**config.mk**
```make
export PLATFORM = sky130hd
export DESIGN_NAME = windowed_range_convergence
export DESIGN_NICKNAME = d
export VERILOG_FILES = /design/src/design/wrc_pkg.sv /design/src/design/windowed_range_convergence.sv /design/src/design/wrc_ram.sv /design/src/design/wrc_lane.sv /design/src/design/wrc_merge.sv
export SDC_FILE = /design/constraint.sdc
export NUM_CORES = 2
export LEC_CHECK = 0
export ABC_CLOCK_PERIOD_IN_PS = 17300
export BUFFER_PORTS_ARGS = -buffer_cell sky130_fd_sc_hd__buf_4
export CAP_MARGIN = 20
export CORE_ASPECT_RATIO = 0.75
export CORE_MARGIN = 8
export CORE_UTILIZATION = 44
export CTS_CLUSTER_SIZE = 10
export DETAILED_ROUTE_END_ITERATION = 10
export GPL_TIMING_DRIVEN = 0
export PLACE_DENSITY_LB_ADDON = 0.15
export SYNTH_ARGS = -nofsm -noshare
export SYNTH_HDL_FRONTEND = slang
export SYNTH_SLANG_ARGS = --single-unit
export TNS_END_PERCENT = 20
```
**constraint.sdc**
```tcl
create_clock -name clock -period 17.3 [get_ports clock]
set_clock_uncertainty 0.15 [all_clocks]
set_input_delay 0 -clock clock [delete_from_list [all_inputs] [get_ports clock]]
set_output_delay 0 -clock clock [all_outputs]
set_load 0.01 [all_outputs]
```
**src/design/wrc_pkg.sv**
```systemverilog
// ----------------------------------------------------------------------------
// wrc_pkg
// shared constants and types of the windowed range convergence detector
// ----------------------------------------------------------------------------
`default_nettype none

package wrc_pkg;

   // lane count and window depth (depth is a power of two)
   localparam int NUM_LANES    = 8;
   localparam int WINDOW_DEPTH = 8;

   localparam int MAX_LANES  = 8;
   localparam int RANGE_W    = 16;
   localparam int ADDR_W     = (WINDOW_DEPTH > 1) ? $clog2(WINDOW_DEPTH) : 1;
   localparam int SUM_W      = RANGE_W + ADDR_W;
   localparam int DATA_W     = MAX_LANES * RANGE_W;

   // csr port
   localparam int CSR_ADDR_W = 3;
   localparam int CSR_DATA_W = 32;
   localparam logic [0:0] REG_THRESHOLD = 1'b0;
   localparam logic [RANGE_W-1:0] THRESHOLD_RESET = 16'd50;

   // control shared by all lanes
   typedef struct packed {
      logic              we;
      logic [ADDR_W-1:0] waddr;
      logic [ADDR_W-1:0] raddr;
      logic              acc_vld;
      logic              acc_first;
   } lane_ctrl_type;

   // what a lane reports to the merge stage
   typedef struct packed {
      logic               ok;
      logic [RANGE_W-1:0] mean;
   } lane_status_type;

endpackage

`default_nettype wire

```
**src/design/windowed_range_convergence.sv**
```systemverilog
// sequence: an item that fills the window, or any later one, passes the SCAN, DRAIN and DONE
//   states; before the first wrap an item goes straight to DONE with a not-converged result
// flow: a new item is taken only in IDLE, once the last result is in the output register; the
//   scan reads one entry per cycle from each lane's window ram read port
// reset: synchronous, clears slot, full flag, state and output valid, threshold to 50
// ----------------------------------------------------------------------------
// windowed_range_convergence
// per-anchor ring windows with parallel lane scans for spread and mean
// ----------------------------------------------------------------------------
`default_nettype none

module windowed_range_convergence (
   input  wire logic                              clock,
   input  wire logic                              reset,
   // input items
   input  wire logic                              req_tvalid,
   output logic                                   req_tready,
   // range_0 .. range_7, 16 bits each, range_0 lowest
   input  wire logic [wrc_pkg::DATA_W-1:0]        req_tdata,
   // result items
   output logic                                   rsp_tvalid,
   input  wire logic                              rsp_tready,
   // mean_0 .. mean_7, 16 bits each, mean_0 lowest
   output logic [wrc_pkg::DATA_W-1:0]             rsp_tdata,
   // converged
   output logic                                   rsp_tuser,
   // csr port
   input  wire logic                              csr_psel,
   input  wire logic                              csr_penable,
   input  wire logic                              csr_pwrite,
   input  wire logic [wrc_pkg::CSR_ADDR_W-1:0]    csr_paddr,
   input  wire logic [wrc_pkg::CSR_DATA_W-1:0]    csr_pwdata,
   output logic [wrc_pkg::CSR_DATA_W-1:0]         csr_prdata,
   output logic                                   csr_pready
);

   // sequencer states
   localparam logic [1:0] ST_IDLE  = 2'd0;
   localparam logic [1:0] ST_SCAN  = 2'd1;
   localparam logic [1:0] ST_DRAIN = 2'd2;
   localparam logic [1:0] ST_DONE  = 2'd3;

   localparam logic [wrc_pkg::ADDR_W-1:0] LAST_SLOT =
      wrc_pkg::ADDR_W'(wrc_pkg::WINDOW_DEPTH - 1);

   logic [1:0]                   state_ff, state_in;
   logic [wrc_pkg::ADDR_W-1:0]   slot_ff, slot_in;     // next ring slot to write
   logic                         full_ff, full_in;     // window has wrapped once
   logic [wrc_pkg::ADDR_W-1:0]   cnt_ff, cnt_in;       // scan read address
   logic                         rd_vld_ff;            // ram read data valid this cycle
   logic                         rd_first_ff;          // that data is slot zero
   logic [wrc_pkg::RANGE_W-1:0]  thr_ff;

   logic                         accept;
   logic                         csr_sel;
   logic                         load;
   wrc_pkg::lane_ctrl_type       ctrl;
   wrc_pkg::lane_status_type [wrc_pkg::NUM_LANES-1:0] status;

   // ---------------- csr ----------------
   assign csr_pready = 1'b1;
   // word index decode, byte offset bits ignored
   assign csr_sel    = (csr_paddr[wrc_pkg::CSR_ADDR_W-1:2] == wrc_pkg::REG_THRESHOLD);

   always_ff @(posedge clock) begin
      if (reset) begin
         thr_ff <= wrc_pkg::THRESHOLD_RESET;
      end else if (csr_psel && csr_penable && csr_pwrite && csr_pready && csr_sel) begin
         thr_ff <= csr_pwdata[wrc_pkg::RANGE_W-1:0];
      end
   end

   assign csr_prdata = csr_sel ? wrc_pkg::CSR_DATA_W'(thr_ff) : '0;

   // ---------------- sequencer ----------------
   assign req_tready = (state_ff == ST_IDLE);
   assign accept     = req_tvalid && req_tready;
   // result goes into the output register once it is free
   assign load       = (state_ff == ST_DONE) && (!rsp_tvalid || rsp_tready);

   always_comb begin
      state_in = state_ff;
      slot_in  = slot_ff;
      full_in  = full_ff;
      cnt_in   = cnt_ff;
      unique case (state_ff)
         ST_IDLE: begin
            if (accept) begin
               slot_in = slot_ff + wrc_pkg::ADDR_W'(1);
               cnt_in  = '0;
               if (slot_ff == LAST_SLOT) begin
                  slot_in  = '0;
                  full_in  = 1'b1;
                  state_in = ST_SCAN;
               end else if (full_ff) begin
                  state_in = ST_SCAN;
               end else begin
                  // window not yet full: not-converged result right away
                  state_in = ST_DONE;
               end
            end
         end
         ST_SCAN: begin
            cnt_in = cnt_ff + wrc_pkg::ADDR_W'(1);
            if (cnt_ff == LAST_SLOT) begin
               state_in = ST_DRAIN;
            end
         end
         ST_DRAIN: begin
            // last read word is accumulated at the end of this cycle
            state_in = ST_DONE;
         end
         ST_DONE: begin
            if (load) begin
               state_in = ST_IDLE;
            end
         end
         default: begin
            state_in = ST_IDLE;
         end
      endcase
   end

   always_ff @(posedge clock) begin
      if (reset) begin
         state_ff    <= ST_IDLE;
         slot_ff     <= '0;
         full_ff     <= 1'b0;
         cnt_ff      <= '0;
         rd_vld_ff   <= 1'b0;
         rd_first_ff <= 1'b0;
      end else begin
         state_ff    <= state_in;
         slot_ff     <= slot_in;
         full_ff     <= full_in;
         cnt_ff      <= cnt_in;
         rd_vld_ff   <= (state_ff == ST_SCAN);
         rd_first_ff <= (state_ff == ST_SCAN) && (cnt_ff == '0);
      end
   end

   // shared lane control: write the new reading, then sweep the window
   assign ctrl.we        = accept;
   assign ctrl.waddr     = slot_ff;
   assign ctrl.raddr     = cnt_ff;
   assign ctrl.acc_vld   = rd_vld_ff;
   assign ctrl.acc_first = rd_first_ff;

   // ---------------- lanes ----------------
   for (genvar g = 0; g < wrc_pkg::NUM_LANES; g++) begin : g_lane
      wrc_lane u_lane (
         .clock       (clock),
         .ctrl        (ctrl),
         .range_value (req_tdata[g*wrc_pkg::RANGE_W +: wrc_pkg::RANGE_W]),
         .threshold   (thr_ff),
         .status      (status[g])
      );
   end

   // ---------------- merge and output register ----------------
   wrc_merge u_merge (
      .clock       (clock),
      .reset       (reset),
      .load        (load),
      .window_full (full_ff),
      .status      (status),
      .rsp_tready  (rsp_tready),
      .rsp_tvalid  (rsp_tvalid),
      .rsp_tdata   (rsp_tdata),
      .rsp_tuser   (rsp_tuser)
   );

endmodule

`default_nettype wire

```
**src/design/wrc_ram.sv**
```systemverilog
// ----------------------------------------------------------------------------
// wrc_ram
// generic simple dual port ram, one write and one registered read port
// ----------------------------------------------------------------------------
`default_nettype none

module wrc_ram #(
   parameter int WIDTH = 16,
   parameter int DEPTH = 8
) (
   input  wire logic                             clock,
   input  wire logic                             we,
   input  wire logic [$clog2(DEPTH)-1:0]         waddr,
   input  wire logic [WIDTH-1:0]                 wdata,
   input  wire logic [$clog2(DEPTH)-1:0]         raddr,
   output logic      [WIDTH-1:0]                 rdata
);

   logic [WIDTH-1:0] mem_ff [DEPTH];
   logic [WIDTH-1:0] rdata_ff;

   always_ff @(posedge clock) begin
      if (we) begin
         mem_ff[waddr] <= wdata;
      end
      rdata_ff <= mem_ff[raddr];
   end

   assign rdata = rdata_ff;

endmodule

`default_nettype wire

```
**src/design/wrc_lane.sv**
```systemverilog
// ----------------------------------------------------------------------------
// wrc_lane
// one anchor lane: ring window in ram, serial max / min / sum scan
// ----------------------------------------------------------------------------
`default_nettype none

module wrc_lane (
   input  wire logic                          clock,
   input  wire wrc_pkg::lane_ctrl_type        ctrl,
   input  wire logic [wrc_pkg::RANGE_W-1:0]   range_value,
   input  wire logic [wrc_pkg::RANGE_W-1:0]   threshold,
   output wrc_pkg::lane_status_type           status
);

   logic [wrc_pkg::RANGE_W-1:0] rdata;
   logic [wrc_pkg::RANGE_W-1:0] hi_ff, hi_in;
   logic [wrc_pkg::RANGE_W-1:0] lo_ff, lo_in;
   logic [wrc_pkg::SUM_W-1:0]   sum_ff, sum_in;
   logic [wrc_pkg::RANGE_W-1:0] spread;

   wrc_ram #(
      .WIDTH (wrc_pkg::RANGE_W),
      .DEPTH (wrc_pkg::WINDOW_DEPTH)
   ) u_ram (
      .clock (clock),
      .we    (ctrl.we),
      .waddr (ctrl.waddr),
      .wdata (range_value),
      .raddr (ctrl.raddr),
      .rdata (rdata)
   );

   always_comb begin
      hi_in  = hi_ff;
      lo_in  = lo_ff;
      sum_in = sum_ff;
      if (ctrl.acc_vld) begin
         if (ctrl.acc_first) begin
            hi_in  = rdata;
            lo_in  = rdata;
            sum_in = wrc_pkg::SUM_W'(rdata);
         end else begin
            if (rdata > hi_ff) hi_in = rdata;
            if (rdata < lo_ff) lo_in = rdata;
            sum_in = sum_ff + wrc_pkg::SUM_W'(rdata);
         end
      end
   end

   always_ff @(posedge clock) begin
      hi_ff  <= hi_in;
      lo_ff  <= lo_in;
      sum_ff <= sum_in;
   end

   assign spread      = hi_ff - lo_ff;
   assign status.ok   = (spread <= threshold);
   // divide by the power of two depth
   assign status.mean = sum_ff[wrc_pkg::SUM_W-1 -: wrc_pkg::RANGE_W];

endmodule

`default_nettype wire

```
**src/design/wrc_merge.sv**
```systemverilog
// ----------------------------------------------------------------------------
// wrc_merge
// combines lane verdicts into one result item and holds it for the output
// ----------------------------------------------------------------------------
`default_nettype none

module wrc_merge (
   input  wire logic                                            clock,
   input  wire logic                                            reset,
   input  wire logic                                            load,
   input  wire logic                                            window_full,
   input  wire wrc_pkg::lane_status_type [wrc_pkg::NUM_LANES-1:0] status,
   input  wire logic                                            rsp_tready,
   output logic                                                 rsp_tvalid,
   output logic [wrc_pkg::DATA_W-1:0]                           rsp_tdata,
   output logic                                                 rsp_tuser
);

   logic [wrc_pkg::MAX_LANES-1:0][wrc_pkg::RANGE_W-1:0] mean_vec;
   logic [wrc_pkg::NUM_LANES-1:0]                       ok_vec;
   logic                                                conv;
   logic                                                valid_ff, valid_in;
   logic [wrc_pkg::DATA_W-1:0]                          data_ff;
   logic                                                conv_ff;

   for (genvar g = 0; g < wrc_pkg::MAX_LANES; g++) begin : g_lane
      if (g < wrc_pkg::NUM_LANES) begin : g_used
         assign mean_vec[g] = status[g].mean;
         assign ok_vec[g]   = status[g].ok;
      end else begin : g_unused
         assign mean_vec[g] = '0;
      end
   end

   assign conv = window_full & (&ok_vec);

   always_comb begin
      valid_in = valid_ff;
      if (load) begin
         valid_in = 1'b1;
      end else if (rsp_tready) begin
         valid_in = 1'b0;
      end
   end

   always_ff @(posedge clock) begin
      if (reset) begin
         valid_ff <= 1'b0;
      end else begin
         valid_ff <= valid_in;
      end
   end

   always_ff @(posedge clock) begin
      if (load) begin
         data_ff <= conv ? wrc_pkg::DATA_W'(mean_vec) : '0;
         conv_ff <= conv;
      end
   end

   assign rsp_tvalid = valid_ff;
   assign rsp_tdata  = data_ff;
   assign rsp_tuser  = conv_ff;

endmodule

`default_nettype wire

```
---- Word-level counts from Yosys, hierarchy flattened ----
Memory sizes are Yosys's and may differ from the RTL's. A register that Yosys moved wholly into a read port is not among the register bits.
Cells that the tools add are included.
word-level totals
  bits in registers ....................... 565
  memory bits (writable) .................. 1,024
  output and inout port bits .............. 164
  word-level logic and storage cells ...... 205
  memories kept ........................... 8
operators by class
  $add $sub $neg .......................... 18
  $lt $le $gt $ge ......................... 24
  equal/unequal tests ..................... 8
  multiplexer cells ....................... 54
  bitwise gates (word level) .............. 2
  reductions and logical operators ........ 49
memories
  name                           words  width  rd ports  clocked after Yosys merged registers in  wr ports  RTL line       RTL
  g_lane[0].u_lane.u_ram.mem_ff  8      16     1         1                                        1         wrc_ram.sv:19  logic [WIDTH-1:0] mem_ff [DEPTH];
  g_lane[1].u_lane.u_ram.mem_ff  8      16     1         1                                        1         wrc_ram.sv:19
  g_lane[2].u_lane.u_ram.mem_ff  8      16     1         1                                        1         wrc_ram.sv:19
  g_lane[3].u_lane.u_ram.mem_ff  8      16     1         1                                        1         wrc_ram.sv:19
  g_lane[4].u_lane.u_ram.mem_ff  8      16     1         1                                        1         wrc_ram.sv:19
  g_lane[5].u_lane.u_ram.mem_ff  8      16     1         1                                        1         wrc_ram.sv:19
  +2 memories                    --     --     --        --                                       --        --
operator list
  cell                                                                   count
  16-bit 2-to-1 mux                                                      41
  19-bit by 16-bit adder with 19-bit output                              8
  16-bit > comparator                                                    8
  16-bit less-or-equal comparator                                        8
  16-bit less-than comparator                                            8
  16-bit subtractor                                                      8
  2-bit AND reduction                                                    18
  2-bit nonzero test                                                     18
  2-bit 2-to-1 mux                                                       5
  2-bit case mux with 4 select lines                                     1
  8-bit AND reduction                                                    1
  3-bit by 1-bit adder with 3-bit output, second input constant          2
  3-bit equality test, second input constant                             2
  1-bit logical AND                                                      6
  3-bit 2-to-1 mux                                                       2
  3-bit case mux with 2 select lines                                     1
  3-bit AND reduction                                                    2
  2-bit equality test, second input constant                             2
  1-bit 2-to-1 mux                                                       4
  2-bit != test, second input constant                                   2
  3-bit logical NOT                                                      1
  2-bit by 1-bit equality test with 1-bit output, second input constant  1
  2-bit logical NOT                                                      1
  2-bit by 1-bit != test with 1-bit output, second input constant        1
  other kinds (4)                                                        4

---- Depth between registers and ports, before layout ----
  depth in word-level cells ............... 5
  gate-level depth with buffers ........... 21

---- By module ----
From an unflattened synthesis, not the netlist that was laid out.
second synthesis, totals
  cells, all modules ...................... 6,226
  area, all modules ....................... 87,340.0 um2
modules (own cells, without submodules)
  module                            instances  cells an instance  area each (um2)
  wrc_ram                           8          214                5,293.8
  wrc_lane at g_lane[1].u_lane ...  5          493                4,685.7
  wrc_lane at g_lane[0].u_lane ...  2          475                4,642.0
  wrc_merge                         1          440                6,160.9
  wrc_lane at g_lane[7].u_lane      1          490                4,660.7
  windowed_range_convergence        1          169                1,455.1

---- Least setup slack after synthesis ----
Ideal clock, no wire load.
  path kind ............................... flip-flop to flip-flop
  start ................................... register state_ff[0]
  end ..................................... memory g_lane[0].u_lane.u_ram.mem_ff[0][0] (enable)
  arrival ................................. 13.153 ns
  required time ........................... 16.221 ns
  slack ................................... 3.067 ns
  stages on the path, launching flop included .. 6
  path buffers ............................ 1
  period minus slack after synthesis ...... 14.233 ns
  path through ............................ dfxtp_1 inv_1 ha_1 clkbuf_1 nand2_1 nor4_1
on the way
  word-level cells in the longest chain between the ends .. 4
ends and longest elaborated chain
  what                                    RTL line                           RTL
  from (decl)                             windowed_range_convergence.sv:46   logic [1:0] state_ff, state_in;
  from (signal assigned)                  windowed_range_convergence.sv:133  state_ff <= state_in;
  2-bit logical NOT                       windowed_range_convergence.sv:76   assign req_tready = (state_ff == ST_IDLE);
  via req_tready                          windowed_range_convergence.sv:17   output logic req_tready,
  1-bit logical AND                       windowed_range_convergence.sv:77   assign accept = req_tvalid && req_tready;
  1-bit 2-to-1 mux                        wrc_ram.sv:23                      if (we) begin
  1-bit 2-to-1 mux (implied by the code)  wrc_ram.sv:24                      mem_ff[waddr] <= wdata;
  to (decl)                               wrc_ram.sv:19
The timed path passes the listed nets, and every way through them passes these cells.

---- Worst setup path after layout ----
  start ................................... register g_lane[6].u_lane.hi_ff[0] (netlist name)
  end ..................................... register u_merge.data_ff (netlist bit u_merge.rsp_tdata[94]), data pin
on the way
  word-level cells in the longest chain between the ends .. 4
ends and longest elaborated chain
  what                             RTL line         RTL
  from (decl)                      wrc_lane.sv:16   logic [wrc_pkg::RANGE_W-1:0] hi_ff, hi_in;
  from (signal assigned)           wrc_lane.sv:51   hi_ff <= hi_in;
  16-bit subtractor                wrc_lane.sv:56   assign spread = hi_ff - lo_ff;
  16-bit less-or-equal comparator  wrc_lane.sv:57   assign status.ok = (spread <= threshold);
  8-bit AND reduction              wrc_merge.sv:35  assign conv = window_full & (&ok_vec);
  1-bit AND                        wrc_merge.sv:35
  to (signal assigned)             wrc_merge.sv:56  data_ff <= conv ? wrc_pkg::DATA_W'(mean_vec) : '0;
  to (decl)                        wrc_merge.sv:23  logic [wrc_pkg::DATA_W-1:0] data_ff;
Every way passes these cells.
A chain may end at the register's enable or synchronous reset.

==> run_results.csv <==
group,metric,value,unit
floorplanning,rows,137,
drt,remaining_drc_errors,0,
drt,drt-vias-per-instance,5.51,
layout,areaGrowthSynthToFinish,20.8,%
global_route,antenna_found_initial,25,
yosys,synth_most_common_cell,"edfxtp_1",
floorplanning,coreArea,185000,um^2
layout,final_core_util,53.2,%
worst_setup_path,r2r_cells,19,
sta,finalCriticalPeriod,6.76,ns
clock_tree,clk_latency,0.83,ns
hold_path,min_path_cells,3,
worst_setup_path,reg2reg_from,"g_lane[6].u_lane.hi_ff[0]",
clock_tree,cts_tree,"done",
yosys,yosysUniqueCellTypes,68,
pwr,power.internal,9.16,mW
sta,finalSetupViolCount,0,
worst_setup_path,cp.arrival,7.09,ns
yosys,synth_top_cell_area_share,57.5,%
yosys,synth_top_cell_by_area,"edfxtp_1",
pwr,p_leak,36.6,nW
drt,wl_met2,102000,um
hold_path,hold_end,"state_ff[1]",
drt,wirelength_met1,106000,um
yosys,async_reset_ff_share,0,%
yosys,synth-main-ff-cell,"edfxtp_1",
yosys,synth_area_leaders,"edfxtp_1 57%, ha_1 9.7%, mux4_2 7.1%",
clock_tree,cts.sinks,1717,
pwr,p_comb_share,30.1,%
hold_path,min_from,"reset",
worst_setup_path,crit_type,"reg2reg",
yosys,postSynthAreaPerCell,14.5,um^2
drt,wl_met3,14300,um
job,max-cap-violations,0,
sta,timing.final.ws_setup,10.54,ns
floorplanning,die_w,513,um
worst_setup_path,worstPathMaxFanout,10,
pwr,clock_power_share,28.4,%
floorplanning,start_util,44.1,%
sta,fmax,148,MHz
layout,nNetsFinal,7439,
sta,fin_crit_sh,39.1,%
yosys,ys_top_cells_by_count,"1561 x edfxtp_1, 633 x ha_1, 477 x inv_1",
drt,detail-route-antenna-nets,0,
run_status,outcome,"completed",
sta,rsz0062_at_grt,"no",
clock_tree,cts_buffers,194,
pwr,p_sw,4.35,mW
global_route,grt_max_degree,53,
pwr,p_total,13.5,mW
drt,finalWirelength,229000,um
yosys,ys_seq_area_share,61.3,%
drt,firstDrtPassIters,8,
global_route,overflow,0,
worst_setup_path,critPathRequiredTime,17.64,ns
yosys,ys_ff_latch,1717,
clock_tree,cts-root-buf,"clkbuf_16",
place,pre_cts_ws,10.51,ns
pwr,swShare,32.2,%
place,port_buffers,296,
drt,drtIter0Drc,4790,
pwr,irDropWorstVdd,88.4,uV
sta,max_slew.worst_pin.slew,1.19,ns
pwr,power_frac_seq,41.5,%
clock_tree,h-tree-depth,4,
worst_setup_path,reg2reg_setup_slack,10.54,ns
pwr,p_per_area,137,nW/um^2
drt,vias,50800,
clock_tree,ctsResizeCount,0,
yosys,syn_inst,5628,
floorplanning,die_h,389,um
sta,hold_viol,0,
yosys,synth-edff-count,1561,
global_route,grt_first_pass_wirelength,337000,um
clock_tree,clk_pin_slew,0.06,ns
worst_setup_path,end_kind,"register",
place,place_congestion,0.862,
worst_setup_path,crit_path_start_kind,"register",
global_route,grt_usage,22.5,%
floorplanning,fp.dieArea,200000,um^2
hold_path,min_path_type,"in2reg",
yosys,synth.cell_area,81600,um^2
layout,final_layout_size_suffix_gt1_share,19.1,%
layout,nFillCells,15200,
clock_tree,clockBufferDepth,3,
place,dp_hpwl,164000,um
worst_setup_path,rr_endpoint,"u_merge.rsp_tdata[94]",
yosys,synth-warning-count,0,
global_route,first_global_vias,50900,
drt,routedWlPerCell,24.8,um
sta,slew_headroom,20.4,%
floorplanning,pin_count,334,
clock_tree,post_cts_buffers,0,
sta,slew_viol_final,0,
drt,top_layer_used,"met5",
[power groups by stage]
stage	clock (mW)	sequential (mW)	combinational [mW]
floorplan	0	5.60	2.75
global placement	0	5.88	3.74
detailed placement	0	5.69	3.98
CTS	3.91	5.61	4.07
global route	4.07	5.66	4.54
finish	3.83	5.61	4.07
[metrics by stage]
step | std cells | instance area (um^2) | hold slack (ns) | TNS (ns)
5_1_grt | 9223 | 98500 | 0.104 | 0
6_report | 9228 | 98500 | 0.0889 | 0
3_5_place_dp | 8529 | 89400 | 0.0579 | 0
4_1_cts | 9214 | 98400 | 0.00555 | 0
3_3_place_gp | 8371 | 86900 | 0.0515 | -3471.23
2_1_floorplan | 5643 | 81600 | -0.0511 | 0
[layer usage]
| layer | global-route usage [%] | vias up |
|---|---|---|
| li1 | - | 23500 |
| met2 | 34.6 | 1555 |
| met3 | 3.81 | 363 |
| met4 | 6.28 | 8 |
| met5 | 0 | - |
| met1 | 33.0 | 25500 |
[placed cells by master, fill, tap and decap left out, types with 70 or more instances in the layout]
master,netlist,layout
mux4_2,256,256
dfxtp_1,156,154
nor2b_1,75,74
nand2_1,276,276
nor3_1,122,118
buf_4,18,339
nor2_1,243,240
xor2_1,73,73
dlygate4sd3_1,0,324
o21ai_0,250,250
inv_1,477,477
ha_1,633,633
xnor2_1,128,128
nor3_2,109,113
clkbuf_1,93,220
clkbuf_16,0,196
buf_6,11,70
a21oi_1,235,227
mux2_2,145,145
edfxtp_1,1561,1561
a21o_1,133,133
[worst max-delay path, cell delays in order, from the launching register on]
cell       delay, ns
edfxtp_1        0.39
inv_1           0.08
ha_1            0.17
fa_1            0.21
nor2b_1         0.06
o21ai_0         0.22
a21boi_1        0.15
o41ai_1         0.55
o2111ai_1       0.26
a31o_2          0.29
a21oi_1         0.19
xnor2_1         0.10
ha_1            0.30
nand4_1         0.12
o21ai_0         0.55
a22oi_1         0.30
o211ai_1        0.44
clkbuf_2        0.72
buf_1           0.91
nor3_2          0.19
[state kept, by name (all words and copies together) (netlist names), 2 cells and up]
signal	cells
g_lane.u_lane.lo_ff	128
u_merge.rsp_tdata	128
slot_ff	3
g_lane.u_lane.u_ram.rdata	128
state_ff	2
g_lane.u_lane.hi_ff	128
cnt_ff	3
thr_ff	16
g_lane.u_lane.sum_ff	152
g_lane.u_lane.u_ram.mem_ff	1024
[how the worst max path moves through the flow]
stage,from,end,slack [ns],cells past startpoint
finish,g_lane[6].u_lane.hi_ff[0],u_merge.rsp_tdata[94],10.54,19
global route,g_lane[6].u_lane.hi_ff[0],u_merge.rsp_tdata[95],10.21,19
CTS,g_lane[6].u_lane.hi_ff[0],u_merge.rsp_tdata[64],10.51,19
detailed placement,g_lane[6].u_lane.hi_ff[0],u_merge.rsp_tdata[64],10.51,19
global placement,state_ff[0],g_lane[7].u_lane.u_ram.mem_ff[0][5],-11.63,5
floorplan,state_ff[0],g_lane[0].u_lane.u_ram.mem_ff[0][0],3.07,5
[kinds of logic after synthesis]
group	synth area share [%]
compound gates	7.09
xor+xnor	2.16
fa+ha+maj	10.1
buf+inv	3.15
flops	61.3
mux	9.07
other cells	0.00921
simple gates	7.14
[repair_timing]
action | 4_1_cts | 5_1_grt
endpoints found under the hold margin | 1324 | 0
hold buffers | 324 | 0
setup endpoints to repair | 0 | 0
[final cells by class]
type / count / area, um^2 / share of cell area, %
flip-flops and latches: 1717 / 50000 / 50.8
multi-input cells: 3289 / 29200 / 29.6
repair buffers: 781 / 7830 / 7.95
clock buffers: 343 / 5500 / 5.58
well taps: 2432 / 3040 / 3.09
inverters: 477 / 1790 / 1.82
plain buffers: 160 / 801 / 0.813
clock inverters: 18 / 322 / 0.326
diodes: 11 / 27.5 / 0.0279
Power figures use the tool's default switching activity.
